### src/hw/rtl/i2cmts_pkg.sv
// Shared types and codes of the I2C master transaction sequencer.
package i2cmts_pkg;

    localparam int CMD_W      = 2;
    localparam int ACT_W      = 3;
    localparam int IN_DATA_W  = 40;
    localparam int OUT_DATA_W = 32;

    localparam logic [CMD_W-1:0] CMD_LOAD   = 2'd0;
    localparam logic [CMD_W-1:0] CMD_START  = 2'd1;
    localparam logic [CMD_W-1:0] CMD_STATUS = 2'd2;

    localparam logic [1:0] KIND_WRITE    = 2'd0;
    localparam logic [1:0] KIND_READ     = 2'd1;
    localparam logic [1:0] KIND_REGREAD  = 2'd2;
    localparam logic [1:0] KIND_REGWRITE = 2'd3;

    localparam logic [ACT_W-1:0] ACT_NONE    = 3'd0;
    localparam logic [ACT_W-1:0] ACT_START   = 3'd1;
    localparam logic [ACT_W-1:0] ACT_SEND    = 3'd2;
    localparam logic [ACT_W-1:0] ACT_RX_ACK  = 3'd3;
    localparam logic [ACT_W-1:0] ACT_RX_NACK = 3'd4;
    localparam logic [ACT_W-1:0] ACT_STOP    = 3'd5;

    localparam logic [7:0] STATUS_MASK  = 8'hF8;
    localparam logic [7:0] ST_START     = 8'h08;
    localparam logic [7:0] ST_RESTART   = 8'h10;
    localparam logic [7:0] ST_SLA_W_ACK = 8'h18;
    localparam logic [7:0] ST_DATA_ACK  = 8'h28;
    localparam logic [7:0] ST_SLA_R_ACK = 8'h40;
    localparam logic [7:0] ST_RX_ACK    = 8'h50;
    localparam logic [7:0] ST_RX_NACK   = 8'h58;

    typedef struct packed {
        logic [7:0] bus_status;
        logic [4:0] buffer_index;
        logic [7:0] data_byte;
        logic [5:0] length;
        logic [1:0] kind;
        logic [6:0] slave_address;
    } in_item_t;

    typedef struct packed {
        logic [7:0] error_code;
        logic       error_flag;
        logic       done_res;
        logic       finished_flag;
        logic       busy_res;
        logic [7:0] rx_byte;
        logic       rx_valid;
        logic [7:0] tx_byte;
    } out_item_t;

endpackage

### src/hw/rtl/i2c_master_transaction_sequencer_unit.sv
// Top level of the I2C master transaction sequencer.
// Takes one input transaction per clock cycle unless the output stalls, and gives its
// result in the next cycle through a single output register; a new input is taken
// in the same cycle as the pending result leaves. Every input, including loads and
// status events while idle, yields exactly one result. The write buffer sits in a
// synchronous RAM of BUFFER_DEPTH bytes: loads write it and the buffer pointer reads
// it at acceptance, and the read data joins the result in the output stage. The RAM
// is not cleared after reset; entries must be loaded before a write sends them.
module i2c_master_transaction_sequencer_unit #(
    parameter int BUFFER_DEPTH = 32
) (
    input  logic                               clk,
    input  logic                               rst_n,
    input  logic                               s_axis_tvalid,
    output logic                               s_axis_tready,
    // slave_address[6:0], kind[8:7], length[14:9], data_byte[22:15],
    // buffer_index[27:23], bus_status[35:28], zero[39:36]
    input  logic [i2cmts_pkg::IN_DATA_W-1:0]   s_axis_tdata,
    // command[1:0]
    input  logic [i2cmts_pkg::CMD_W-1:0]       s_axis_tuser,
    output logic                               m_axis_tvalid,
    input  logic                               m_axis_tready,
    // tx_byte[7:0], rx_valid[8], rx_byte[16:9], busy_res[17], finished_flag[18],
    // done_res[19], error_flag[20], error_code[28:21], zero[31:29]
    output logic [i2cmts_pkg::OUT_DATA_W-1:0]  m_axis_tdata,
    // action[2:0]
    output logic [i2cmts_pkg::ACT_W-1:0]       m_axis_tuser
);

    localparam int PTR_W = (BUFFER_DEPTH > 1) ? $clog2(BUFFER_DEPTH) : 1;
    localparam logic [PTR_W-1:0] PTR_LAST = PTR_W'(BUFFER_DEPTH - 1);
    localparam logic [7:0] DEPTH_B = 8'(BUFFER_DEPTH);

    i2cmts_pkg::in_item_t  in_item;
    i2cmts_pkg::out_item_t out_item;
    logic                  accept;
    logic [7:0]            status;
    logic [5:0]            rem_dec;
    logic                  send_req;
    logic                  load_en;
    logic [PTR_W-1:0]      load_addr;

    logic [7:0]            buf_mem [BUFFER_DEPTH];
    logic [7:0]            rd_data_reg;

    logic                  busy_reg, busy_next;
    logic                  rd_reg, rd_next;
    logic                  err_reg, err_next;
    logic                  regrd_reg, regrd_next;
    logic                  prewr_reg, prewr_next;
    logic                  fin_reg, fin_next;
    logic [7:0]            addr_reg, addr_next;
    logic [7:0]            regb_reg, regb_next;
    logic [PTR_W-1:0]      ptr_reg, ptr_next;
    logic [5:0]            rem_reg, rem_next;
    logic [7:0]            last_err_reg, last_err_next;

    logic                  out_valid_reg;
    logic [2:0]            act_reg, act_next;
    logic [7:0]            tx_reg, tx_next;
    logic                  tx_mem_reg, tx_mem_next;
    logic                  rxv_reg, rxv_next;
    logic [7:0]            rxb_reg, rxb_next;
    logic                  done_reg, done_next;

    assign in_item       = i2cmts_pkg::in_item_t'(s_axis_tdata[35:0]);
    assign s_axis_tready = !out_valid_reg || m_axis_tready;
    assign accept        = s_axis_tvalid && s_axis_tready;
    assign status        = in_item.bus_status & i2cmts_pkg::STATUS_MASK;
    assign rem_dec       = (rem_reg != 6'd0) ? rem_reg - 6'd1 : 6'd0;
    assign load_en       = accept && (s_axis_tuser == i2cmts_pkg::CMD_LOAD)
                           && ({3'b000, in_item.buffer_index} < DEPTH_B);
    assign load_addr     = PTR_W'({3'b000, in_item.buffer_index});

    always_comb
    begin
        busy_next     = busy_reg;
        rd_next       = rd_reg;
        err_next      = err_reg;
        regrd_next    = regrd_reg;
        prewr_next    = prewr_reg;
        fin_next      = fin_reg;
        addr_next     = addr_reg;
        regb_next     = regb_reg;
        ptr_next      = ptr_reg;
        rem_next      = rem_reg;
        last_err_next = last_err_reg;
        act_next      = i2cmts_pkg::ACT_NONE;
        tx_next       = 8'd0;
        tx_mem_next   = 1'b0;
        rxv_next      = 1'b0;
        rxb_next      = 8'd0;
        done_next     = 1'b0;
        send_req      = 1'b0;
        case (s_axis_tuser)
            i2cmts_pkg::CMD_START:
            begin
                if (!busy_reg)
                begin
                    busy_next  = 1'b1;
                    rd_next    = (in_item.kind == i2cmts_pkg::KIND_READ);
                    regrd_next = (in_item.kind == i2cmts_pkg::KIND_REGREAD);
                    prewr_next = (in_item.kind == i2cmts_pkg::KIND_REGWRITE);
                    err_next   = 1'b0;
                    fin_next   = 1'b0;
                    if (in_item.kind inside {i2cmts_pkg::KIND_REGREAD,
                                             i2cmts_pkg::KIND_REGWRITE})
                    begin
                        regb_next = in_item.data_byte;
                    end
                    addr_next = {in_item.slave_address,
                                 in_item.kind == i2cmts_pkg::KIND_READ};
                    if ((in_item.kind == i2cmts_pkg::KIND_READ) && (in_item.length == 6'd0))
                    begin
                        rem_next = 6'd1;
                    end
                    else
                    begin
                        rem_next = in_item.length;
                    end
                    ptr_next      = '0;
                    last_err_next = 8'd0;
                    act_next      = i2cmts_pkg::ACT_START;
                end
            end
            i2cmts_pkg::CMD_STATUS:
            begin
                if (busy_reg)
                begin
                    case (status)
                        i2cmts_pkg::ST_START, i2cmts_pkg::ST_RESTART:
                        begin
                            act_next = i2cmts_pkg::ACT_SEND;
                            tx_next  = addr_reg;
                        end
                        i2cmts_pkg::ST_SLA_W_ACK:
                        begin
                            if (regrd_reg)
                            begin
                                act_next = i2cmts_pkg::ACT_SEND;
                                tx_next  = regb_reg;
                            end
                            else if (prewr_reg)
                            begin
                                prewr_next = 1'b0;
                                act_next   = i2cmts_pkg::ACT_SEND;
                                tx_next    = regb_reg;
                            end
                            else
                            begin
                                send_req = 1'b1;
                            end
                        end
                        i2cmts_pkg::ST_DATA_ACK:
                        begin
                            if (regrd_reg)
                            begin
                                rd_next    = 1'b1;
                                regrd_next = 1'b0;
                                addr_next  = addr_reg | 8'd1;
                                act_next   = i2cmts_pkg::ACT_START;
                            end
                            else
                            begin
                                send_req = 1'b1;
                            end
                        end
                        i2cmts_pkg::ST_SLA_R_ACK:
                        begin
                            act_next = (rem_reg > 6'd1) ? i2cmts_pkg::ACT_RX_ACK
                                                        : i2cmts_pkg::ACT_RX_NACK;
                        end
                        i2cmts_pkg::ST_RX_ACK:
                        begin
                            rxv_next = 1'b1;
                            rxb_next = in_item.data_byte;
                            rem_next = rem_dec;
                            act_next = (rem_dec > 6'd1) ? i2cmts_pkg::ACT_RX_ACK
                                                        : i2cmts_pkg::ACT_RX_NACK;
                        end
                        i2cmts_pkg::ST_RX_NACK:
                        begin
                            rxv_next      = 1'b1;
                            rxb_next      = in_item.data_byte;
                            rem_next      = rem_dec;
                            act_next      = i2cmts_pkg::ACT_STOP;
                            fin_next      = 1'b1;
                            last_err_next = 8'd0;
                            done_next     = 1'b1;
                        end
                        default:
                        begin
                            last_err_next = status;
                            act_next      = i2cmts_pkg::ACT_STOP;
                            err_next      = 1'b1;
                            fin_next      = 1'b1;
                            done_next     = 1'b1;
                        end
                    endcase
                    if (send_req)
                    begin
                        if (rem_reg != 6'd0)
                        begin
                            act_next    = i2cmts_pkg::ACT_SEND;
                            tx_mem_next = 1'b1;
                            ptr_next    = (ptr_reg == PTR_LAST) ? '0 : ptr_reg + 1'b1;
                            rem_next    = rem_reg - 6'd1;
                        end
                        else
                        begin
                            act_next  = i2cmts_pkg::ACT_STOP;
                            done_next = 1'b1;
                        end
                    end
                    if (done_next)
                    begin
                        busy_next = 1'b0;
                    end
                end
            end
            default:
            begin
            end
        endcase
    end

    // Hold the buffer; every accepted item reads at the pointer, loads included.
    always_ff @(posedge clk)
    begin
        if (load_en)
        begin
            buf_mem[load_addr] <= in_item.data_byte;
        end
        if (accept)
        begin
            rd_data_reg <= buf_mem[ptr_reg];
        end
    end

    always_ff @(posedge clk or negedge rst_n)
    begin
        if (!rst_n)
        begin
            busy_reg      <= 1'b0;
            rd_reg        <= 1'b0;
            err_reg       <= 1'b0;
            regrd_reg     <= 1'b0;
            prewr_reg     <= 1'b0;
            fin_reg       <= 1'b0;
            addr_reg      <= 8'd0;
            regb_reg      <= 8'd0;
            ptr_reg       <= '0;
            rem_reg       <= 6'd0;
            last_err_reg  <= 8'd0;
            out_valid_reg <= 1'b0;
        end
        else
        begin
            if (accept)
            begin
                busy_reg     <= busy_next;
                rd_reg       <= rd_next;
                err_reg      <= err_next;
                regrd_reg    <= regrd_next;
                prewr_reg    <= prewr_next;
                fin_reg      <= fin_next;
                addr_reg     <= addr_next;
                regb_reg     <= regb_next;
                ptr_reg      <= ptr_next;
                rem_reg      <= rem_next;
                last_err_reg <= last_err_next;
            end
            if (accept)
            begin
                out_valid_reg <= 1'b1;
            end
            else if (m_axis_tready)
            begin
                out_valid_reg <= 1'b0;
            end
        end
    end

    always_ff @(posedge clk)
    begin
        if (accept)
        begin
            act_reg    <= act_next;
            tx_reg     <= tx_next;
            tx_mem_reg <= tx_mem_next;
            rxv_reg    <= rxv_next;
            rxb_reg    <= rxb_next;
            done_reg   <= done_next;
        end
    end

    always_comb
    begin
        out_item.tx_byte       = tx_mem_reg ? rd_data_reg : tx_reg;
        out_item.rx_valid      = rxv_reg;
        out_item.rx_byte       = rxb_reg;
        out_item.busy_res      = busy_reg;
        out_item.finished_flag = fin_reg;
        out_item.done_res      = done_reg;
        out_item.error_flag    = err_reg;
        out_item.error_code    = last_err_reg;
    end

    assign m_axis_tvalid = out_valid_reg;
    assign m_axis_tdata  = {3'b000, out_item};
    assign m_axis_tuser  = act_reg;

endmodule

### config.mk
export PLATFORM = sky130hd
export DESIGN_NAME = i2c_master_transaction_sequencer_unit
export DESIGN_NICKNAME = d
export VERILOG_FILES = /design/src/hw/rtl/i2cmts_pkg.sv /design/src/hw/rtl/i2c_master_transaction_sequencer_unit.sv
export SDC_FILE = /design/constraint.sdc
export NUM_CORES = 1
export LEC_CHECK = 0
export BUFFER_PORTS_ARGS = -buffer_cell sky130_fd_sc_hd__buf_2
export CAP_MARGIN = 0
export CORE_MARGIN = 1.5
export CORE_UTILIZATION = 61
export CTS_BUF_LIST = sky130_fd_sc_hd__clkbuf_8
export DETAILED_ROUTE_END_ITERATION = 8
export HOLD_SLACK_MARGIN = 0.05
export PLACE_DENSITY = 0.8
export SYNTH_ARGS = -nofsm -noshare
export SYNTH_HDL_FRONTEND = slang
export SYNTH_SLANG_ARGS = --single-unit
### constraint.sdc
create_clock -name clk -period 5 [get_ports clk]
set_clock_uncertainty 0.05 [all_clocks]
set_input_delay 1.5 -clock clk [delete_from_list [all_inputs] [get_ports clk]]
set_output_delay 1.5 -clock clk [all_outputs]
set_load 0.05 [all_outputs]
==> results.cfg, run 1 <==
[status]
status = finished, final reports clean

[finish]
largest-register = buf_mem
syn_to_final_growth_pct = 9.96
multi_input_area_um2 = 3720
nFillCells = 1405
nets = 909
largest_reg_flops = 256
seqCellArea_um2 = 9550
drive_above_1_share_pct = 26.2
fin_area_um2 = 14900
diodes = 0

[drt]
num_vias = 7433
drc = 0
vias_per_cell = 6.36
wire_per_inst_um = 23.6
ant_nets = 0
drt_iter0_markers = 728
wirelength_um = 27600
dr.pass1.iters = 6

[yosys]
synth_seq_cells = 324
synth-edff-count = 286
dominantRegCellSynth = edfxtp_1
async_reset_ff_share_pct = 11.7
syn_inst = 775
ys_warn_count = 0
ys_types = 69
synth_area_um2 = 13600
syn_avg_cell_area_um2 = 17.5
yosysSeqAreaShare_pct = 70.3

[floorplanning]
die_h_um = 152
row_count = 54
die-area_um2 = 23200
fp.coreArea_um2 = 21800
top_level_ports = 83
start_util_pct = 62.2
dieWidth_um = 152

[clocking]
clock-sinks = 324
cts_made_buffers = 50
cts_tree = yes
cts_hold_buf = 0
path_clk_slew_ns = 0.06
htreeDepth = 2
root_buffer = clkbuf_8
cts_resized = 0
max-clock-path-buffers = 3
worstSkewPairLatency_ns = 0.57
cts_setup_buffers = 0

[placed_design]
post-dp-hpwl_um = 17500
place_congestion = 0.879
pre_cts_ws_ns = 1.06
numPortBuffers = 69
dpl_cell_area_um2 = 14000

[power_and_ir_drop]
powerDensity_nw_per_um2 = 387
peakVddDrop_uv = 234
power.leakage_nw = 4.96

[timing]
rsz0062_at_grt = no
worst_pin_slew_ns = 1.09
hold_viol = 0
setup_viol = 0
finalCritPeriodShare_pct = 74.1
layout_setup_ws_ns = 1.30
setup_tns_ns = 0
slew_headroom_pct = 27.6
min_period_ns = 3.70
fmax_ghz = 0.270
finalMaxSlewViolations = 0

[worst_setup_path]
crit_type = in2out
end_kind = output pin
startpoint_type = primary input
path_max_fanout = 9
ff2ff_path_depth = 4
worst_ep_required_time_ns = 3.45
arrival_ns = 2.15

[global_route]
antenna_found_initial = 0
grt_pass1_vias = 7620
grt_pass1_wl_um = 43000
grt.total_usage_pct = 24.3
overflow = 0
grt_max_degree = 39

[job]
cap_violations = 0

[min_path]
hold_depth = 2
hp-class = reg2reg
## layer usage
layer  track usage, %  up-vias  part of all wire, %  wire length, um
met4             7.49        0                  2.2              613
met2             40.9      325                   52            14300
li1                 -     3249                    -                -
met5                0        -                    0                0
met3             3.95       60                  6.6             1820
met1             33.1     3799                   39            10900
## worst max-delay path: stages
cell,delay [ns]
buf_2,0.07
nand2b_1,0.25
buf_2,0.33
## cell usage in the layout (no fill, tap or decap), types with 3 or more instances in the layout
cell	instances
mux2_2	17
a211oi_1	3
dfrtp_1	35
inv_1	18
nand2_1	35
a22o_1	13
clkinv_2	5
nor3b_1	3
buf_4	3
edfxtp_1	286
nor2_1	62
buf_2	69
o31ai_1	5
and2_1	13
nand3_1	15
mux4_2	64
clkbuf_8	54
a221oi_1	9
and3_1	4
clkinv_1	9
nor3_1	8
mux2i_1	33
nand3b_1	6
a21oi_1	13
or3_1	3
a22oi_1	10
ha_1	8
conb_1	6
o21ai_0	17
nor2b_1	5
nand2b_1	9
## Yosys cell counts, drive strengths merged, types with 6 or more instances
master,instances,share of area [%]
a221oi,10,0.77
nand3b,6,0.33
mux2i,33,2.4
buf,34,1.8
ha,8,0.74
nor2,62,1.7
edfxtp,286,63
a22o,13,0.84
nand2b,9,0.41
nand2,35,0.97
o21ai,17,0.63
mux2,17,1.4
nor3,8,0.29
nand3,16,0.68
mux4,64,11
clkbuf,15,0.53
a21oi,13,0.48
dfrtp,38,7.0
and2,14,0.65
a22oi,10,0.55
## stage by stage
step	cells	power (mW)	hold slack (ns)	utilization [%]
4_1_cts	1168	5.80	0.446	68.4
5_1_grt	1168	5.97	0.476	68.4
2_1_floorplan	780	3.61	0.400	-
6_report	1168	5.78	0.440	68.4
3_5_place_dp	1083	3.77	0.429	64.1
3_3_place_gp	1083	3.74	0.432	64.1
## path summary, 6_finish.rpt
| kind | from | to | slack (ns) |
|---|---|---|---|
| min in group asynchronous | rst_n | rem_reg[5]$_DFFE_PN0P_ | 1.02 |
| hold / removal | addr_reg[1]$_DFFE_PN0P_ | addr_reg[1]$_DFFE_PN0P_ | 0.44 |
| setup reg to reg | ptr_reg[0]$_DFFE_PN0P_ | rd_data_reg[2]$_DFFE_PP_ | 2.12 |
| setup / recovery | m_axis_tready | s_axis_tready | 1.30 |
| max in group asynchronous | rst_n | ptr_reg[0]$_DFFE_PN0P_ | 3.18 |
| hold reg to reg | addr_reg[1]$_DFFE_PN0P_ | addr_reg[1]$_DFFE_PN0P_ | 0.44 |
## cells by family (layout without fill, tap and decap cells)
group,after synthesis,in the layout,synth area share (%)
simple gates,182,182,6.82
flops,324,324,70.3
other cells,1,6,0.0276
xor+xnor,1,1,0.0645
fa+ha+maj,8,8,0.737
compound gates,91,91,5.12
mux,114,114,14.5
buf+inv,54,162,2.50
## where the power goes
group          leakage [nW]  internal [mW]  switching, mW  total, mW
clock                 0.526           1.09          0.973       2.07
sequential             3.06           3.05         0.0994       3.15
combinational          1.38          0.192          0.374      0.566
## cell type report
cell class | instances | share of cell area, %
clock inverter | 31 | 1.25
multi-input combinational | 402 | 24.9
tap | 280 | 2.35
clock buffer | 54 | 4.98
timing repair buffer | 72 | 2.46
inverter | 5 | 0.126
sequential | 324 | 63.9
Note: power is estimated with default switching activity, not from simulation.
==> run 2, diff against run 1 <==
- ABC_AREA: not set -> 1
- clock period: 5 -> 3.85 ns (I/O delays scaled with it)
==> run 2 against run 1 <==
Clock power is 19% higher. Cell count grew 35%. Synthesized cell count grew 52%. Die area increased by 1.6%. Global-route usage up 1.3 points. Sequential power increased by 32%. Utilization rose by 0.49 points. Area after synthesis grew 1.7%. Routed wire length up 8.1%. Via count is 23% higher. Hold slack is essentially flat. Combinational power rose to 2.7 times the previous value. Critical path type is now reg2out.
==> results.cfg, run 2 <==
[drt]
ant_nets = 0
vias_per_cell = 5.83
drt_iter0_markers = 954
drc = 0
wl_met2_um = 14100
route.met3.wl_um = 2830
wirelength_um = 29800
wl_met1_um = 12200
dr.pass1.iters = 5
num_vias = 9152
wire_per_inst_um = 19.0
dr.max_layer_used = met4

[global_route]
grt.total_usage_pct = 25.6
grt_pass1_vias = 8831
overflow = 0
antenna_found_initial = 0
grt_pass1_wl_um = 46500
grt_max_degree = 53

[timing]
rsz0062_at_grt = no
slew_headroom_pct = 42.1
layout_setup_ws_ns = 0.949
setup_tns_ns = 0
hold_viol = 0
min_period_ns = 2.90
finalCritPeriodShare_pct = 75.4
finalMaxSlewViolations = 0
setup_viol = 0
fmax_ghz = 0.345
worst_pin_slew_ns = 0.869

[job]
cap_violations = 0

[placed_design]
post-dp-hpwl_um = 18600
dpl_cell_area_um2 = 14300
pre_cts_ws_ns = 0.719
numPortBuffers = 69
place_congestion = 0.897

[min_path]
hp-class = reg2reg

[power_and_ir_drop]
powerDensity_nw_per_um2 = 537
power.leakage_nw = 5.77
peakVddDrop_uv = 432
p_total_mw = 8.15

[yosys]
syn_avg_cell_area_um2 = 11.7
synthTopCellsByArea = edfxtp_1 (62%), dfrtp_1 (6.9%), nand2_1 (6.2%)
synth_xor_area_share_pct = 0.127
synthAdderAreaFrac_pct = 0.725
syn_inst = 1176
ys_types = 44
synth_compound_area_share_pct = 9.75
synth_seq_cells = 324
ys_top_cells_by_count = edfxtp_1 (286), nand2_1 (229), nor2_1 (115)
async_reset_ff_share_pct = 11.7
synth.top_cell.area_share_pct = 62.2
synth-edff-count = 286
synth.most_common_cell = edfxtp_1
muxShareOfSynthArea_pct = 2.39
synth_top_area_cell = edfxtp_1
ys_warn_count = 0
synth_top_family_by_area = simple AND/OR/NAND/NOR gates
yosysSeqAreaShare_pct = 69.1
dominantRegCellSynth = edfxtp_1
synthSimpleGateAreaFrac_pct = 13.5
synth_area_um2 = 13800

[finish]
syn_to_final_growth_pct = 9.96
nets = 1307
diodes = 0
largest-register = buf_mem
multi_input_area_um2 = 3670
layout_commonest_cell = edfxtp_1
nFillCells = 1536
fin_area_um2 = 15200
final_cell_mix = edfxtp_1 (286), nand2_1 (229), nor2_1 (115), o21ai_0 (84), inv_1 (82)
seqCellArea_um2 = 9540
drive_above_1_share_pct = 15.0
final_core_util_pct = 68.9
largest_reg_flops = 256

[clocking]
worstSkewPairLatency_ns = 0.56
max-clock-path-buffers = 3
cts_resized = 0
cts_setup_buffers = 0
cts_made_buffers = 49
clock-sinks = 324
root_buffer = clkbuf_8
cts_tree = yes
path_clk_slew_ns = 0.06
htreeDepth = 2
cts_hold_buf = 0

[floorplanning]
die-area_um2 = 23500
top_level_ports = 83
dieWidth_um = 153
start_util_pct = 62.7
fp.coreArea_um2 = 22000
die_h_um = 153
row_count = 54

[worst_setup_path]
worst_ep_required_time_ns = 2.64
arrival_ns = 1.70
path_max_fanout = 8
startpoint_type = flop
crit_type = reg2out
end_kind = output pin

[status]
status = finished, final reports clean
## run 2: cell count changes in the layout (fill, tap and decap cells not counted), moves of 10 or more
cell      delta
nand2_1    +194
o21ai_0     +67
inv_1       +64
mux4_2      -64
a21oi_1     +56
nor2_1      +53
nand3_1     +40
o22ai_1     +35
a22o_1      -13
and2_1      -13
buf_4       +13
o211ai_1    +10
## run 2: cell type report
cell class	count	area share [%]
Clock inverter	38	0.981
Timing Repair Buffer	86	3.20
Sequential cell	324	62.9
Inverter	72	1.78
Multi-Input combinational cell	720	24.2
Clock buffer	51	4.63
Tap cell	280	2.31
## run 2: final timing paths
check,cells past startpoint,start,slack [ns],endpoint
setup / recovery,2,tx_mem_reg$_SDFFCE_PN0P_,0.95,m_axis_tdata[0]
hold / removal,2,regb_reg[4]$_DFFE_PN0P_,0.44,regb_reg[4]$_DFFE_PN0P_
setup reg to reg,5,ptr_reg[3]$_DFFE_PN0P_,1.02,rd_data_reg[7]$_DFFE_PP_
hold reg to reg,2,regb_reg[4]$_DFFE_PN0P_,0.44,regb_reg[4]$_DFFE_PN0P_
max in group asynchronous,1,rst_n,2.45,ptr_reg[0]$_DFFE_PN0P_
min in group asynchronous,1,rst_n,0.65,last_err_reg[3]$_DFFE_PN0P_
## run 2: cell families after synthesis
logic type	after synthesis
AO/OA/AOI/OAI	235
buffers and inverters	137
other	1
adder cells (fa/ha/maj)	8
XOR/XNOR	2
AND/OR/NAND/NOR	437
multiplexers	32
flip-flops	324
## run 2: metrics by stage
stage / hold WS [ns] / instances
6_report: 0.439 / 1571
5_1_grt: 0.486 / 1571
4_1_cts: 0.440 / 1571
3_5_place_dp: 0.424 / 1482
3_3_place_gp: 0.418 / 1482
2_1_floorplan: 0.403 / 1181
## run 2: report_power, final
group | total, mW | switching [mW] | internal, mW
Sequential | 4.15 | 0.150 | 4.00
Combinational | 1.53 | 1.07 | 0.457
Clock | 2.47 | 1.25 | 1.22
Total | 8.15 | 2.47 | 5.67
## run 2: metal layers
metal | vias to the layer above | track usage, %
met5 | - | 0
met3 | 74 | 4.79
met2 | 479 | 40.5
met4 | 0 | 9.11
li1 | 4307 | -
met1 | 4292 | 35.9
## run 2: worst max-delay path: stages, from the launching register on
cell	delay [ns]
edfxtp_1	0.53
mux2_2	0.39
buf_2	0.21
==> run 3, diff against run 2 <==
- ABC_AREA: 1 -> 0
- clock period: 3.85 -> 3.05 ns (I/O delays scaled with it)
==> run 3 against run 2 <==
Critical path type unchanged. Hold slack got worse by 0.021 ns. First-iteration DRC count rose by 3.2%. Largest cell class unchanged. Total power rose by 17%. Utilization rose by 1.3 points.
==> results.cfg, run 3 (synthesis results as in run 1) <==
[status]
status = finished, final reports clean

[global_route]
antenna_found_initial = 0
grt_pass1_wl_um = 44000
grt_max_degree = 39
grt_pass1_vias = 7795
grt.total_usage_pct = 24.9
overflow = 0

[timing]
fmax_ghz = 0.365
worst_pin_slew_ns = 1.15
finalMaxSlewViolations = 0
finalCritPeriodShare_pct = 89.7
hold_viol = 0
min_period_ns = 2.74
rsz0062_at_grt = no
setup_viol = 0
slew_headroom_pct = 23.4
setup_tns_ns = 0

[power_and_ir_drop]
switching_power_mw = 2.41
peakVddDrop_uv = 373
swShare_pct = 25.2
intPower_mw = 7.14
combinationalPowerShare_pct = 10.0
power_frac_seq_pct = 53.9
power.leakage_nw = 5.20
powerDensity_nw_per_um2 = 624
clkPwrFrac_pct = 36.1

[clocking]
max-clock-path-buffers = 3
worstSkewPairLatency_ns = 0.57
cts_tree = yes
cts_made_buffers = 51
root_buffer = clkbuf_8
cts_resized = 0
cts_setup_buffers = 0
path_clk_slew_ns = 0.06
htreeDepth = 2
cts_hold_buf = 0
clock-sinks = 324

[drt]
dr.pass1.iters = 7
wire_per_inst_um = 23.2
drt_iter0_markers = 985
wirelength_um = 28200
drc = 0
ant_nets = 0
vias_per_cell = 6.22
num_vias = 7576

[job]
cap_violations = 0

[floorplanning]
start_util_pct = 62.2
row_count = 54
die_h_um = 152
dieWidth_um = 152
fp.coreArea_um2 = 21800
top_level_ports = 83
die-area_um2 = 23200

[worst_setup_path]
arrival_ns = 1.77
worst_ep_required_time_ns = 2.08
end_kind = output pin
crit_type = reg2out
path_max_fanout = 8
startpoint_type = flop

[finish]
syn_to_final_growth_pct = 12.8
largest-register = buf_mem
layout_commonest_cell = edfxtp_1
largest_reg_flops = 256
diodes = 0
final_core_util_pct = 70.2
final_cell_mix = edfxtp_1 (286), buf_2 (69), mux4_2 (64), nor2_1 (62), clkbuf_8 (54)
drive_above_1_share_pct = 29.7
nets = 951

[min_path]
hp-class = in2async

[placed_design]
numPortBuffers = 69
post-dp-hpwl_um = 17900
place_congestion = 0.923
## run 3: per-layer routing
metal / up-vias / global-route usage (%) / wire length (um)
met1: 3831 / 34.2 / 11100
met3: 49 / 4.61 / 2090
li1: 3341 / - / -
met5: - / 0 / 0
met2: 355 / 41.3 / 14400
met4: 0 / 7.81 / 603
## run 3: final cells by class
type / instances / area, um2
sequential: 324 / 9550
fill: 1316 / 6510
multi-input combinational: 402 / 3720
clock buffer: 54 / 743
timing repair buffer: 113 / 713
tap: 280 / 350
clock inverter: 40 / 229
inverter: 5 / 18.8
## run 3: power groups by stage
stage / Clock [mW] / Combinational (mW) / Sequential [mW]
final: 3.45 / 0.953 / 5.15
after global routing: 3.70 / 1.02 / 5.17
after CTS: 3.50 / 0.955 / 5.15
after detailed placement: 0 / 0.954 / 5.23
after global placement: 0 / 0.919 / 5.23
after floorplan: 0 / 0.618 / 5.30
## run 3: metrics by stage
step	setup WS, ns	power (mW)	std cells	hold WS, ns	area (um2)
detailed placement	0.189	6.19	1124	0.431	14300
finish	0.314	9.55	1218	0.418	15300
global placement	0.190	6.15	1124	0.428	14300
CTS	0.298	9.61	1218	0.434	15300
global route	0.256	9.89	1218	0.470	15300
floorplan	0.168	5.91	780	0.400	13600
## run 3: worst paths after layout
kind / start / to / slack, ns / cells past startpoint
max reg2reg: rem_reg[0]$_DFFE_PN0P_ / rem_reg[4]$_DFFE_PN0P_ / 0.57 / 8
min reg2reg: fin_reg$_DFFE_PN0P_ / fin_reg$_DFFE_PN0P_ / 0.44 / 2
max: tx_mem_reg$_SDFFCE_PN0P_ / m_axis_tdata[0] / 0.31 / 2
min: rst_n / m_axis_tvalid$_DFFE_PN0P_ / 0.42 / 1
min in group clk: fin_reg$_DFFE_PN0P_ / fin_reg$_DFFE_PN0P_ / 0.44 / 2
max in group asynchronous: rst_n / ptr_reg[0]$_DFFE_PN0P_ / 1.90 / 1
## run 3: critical path, cell delays in order (launching register included)
cell	delay [ns]
edfxtp_1	0.58
mux2_2	0.41
buf_2	0.22
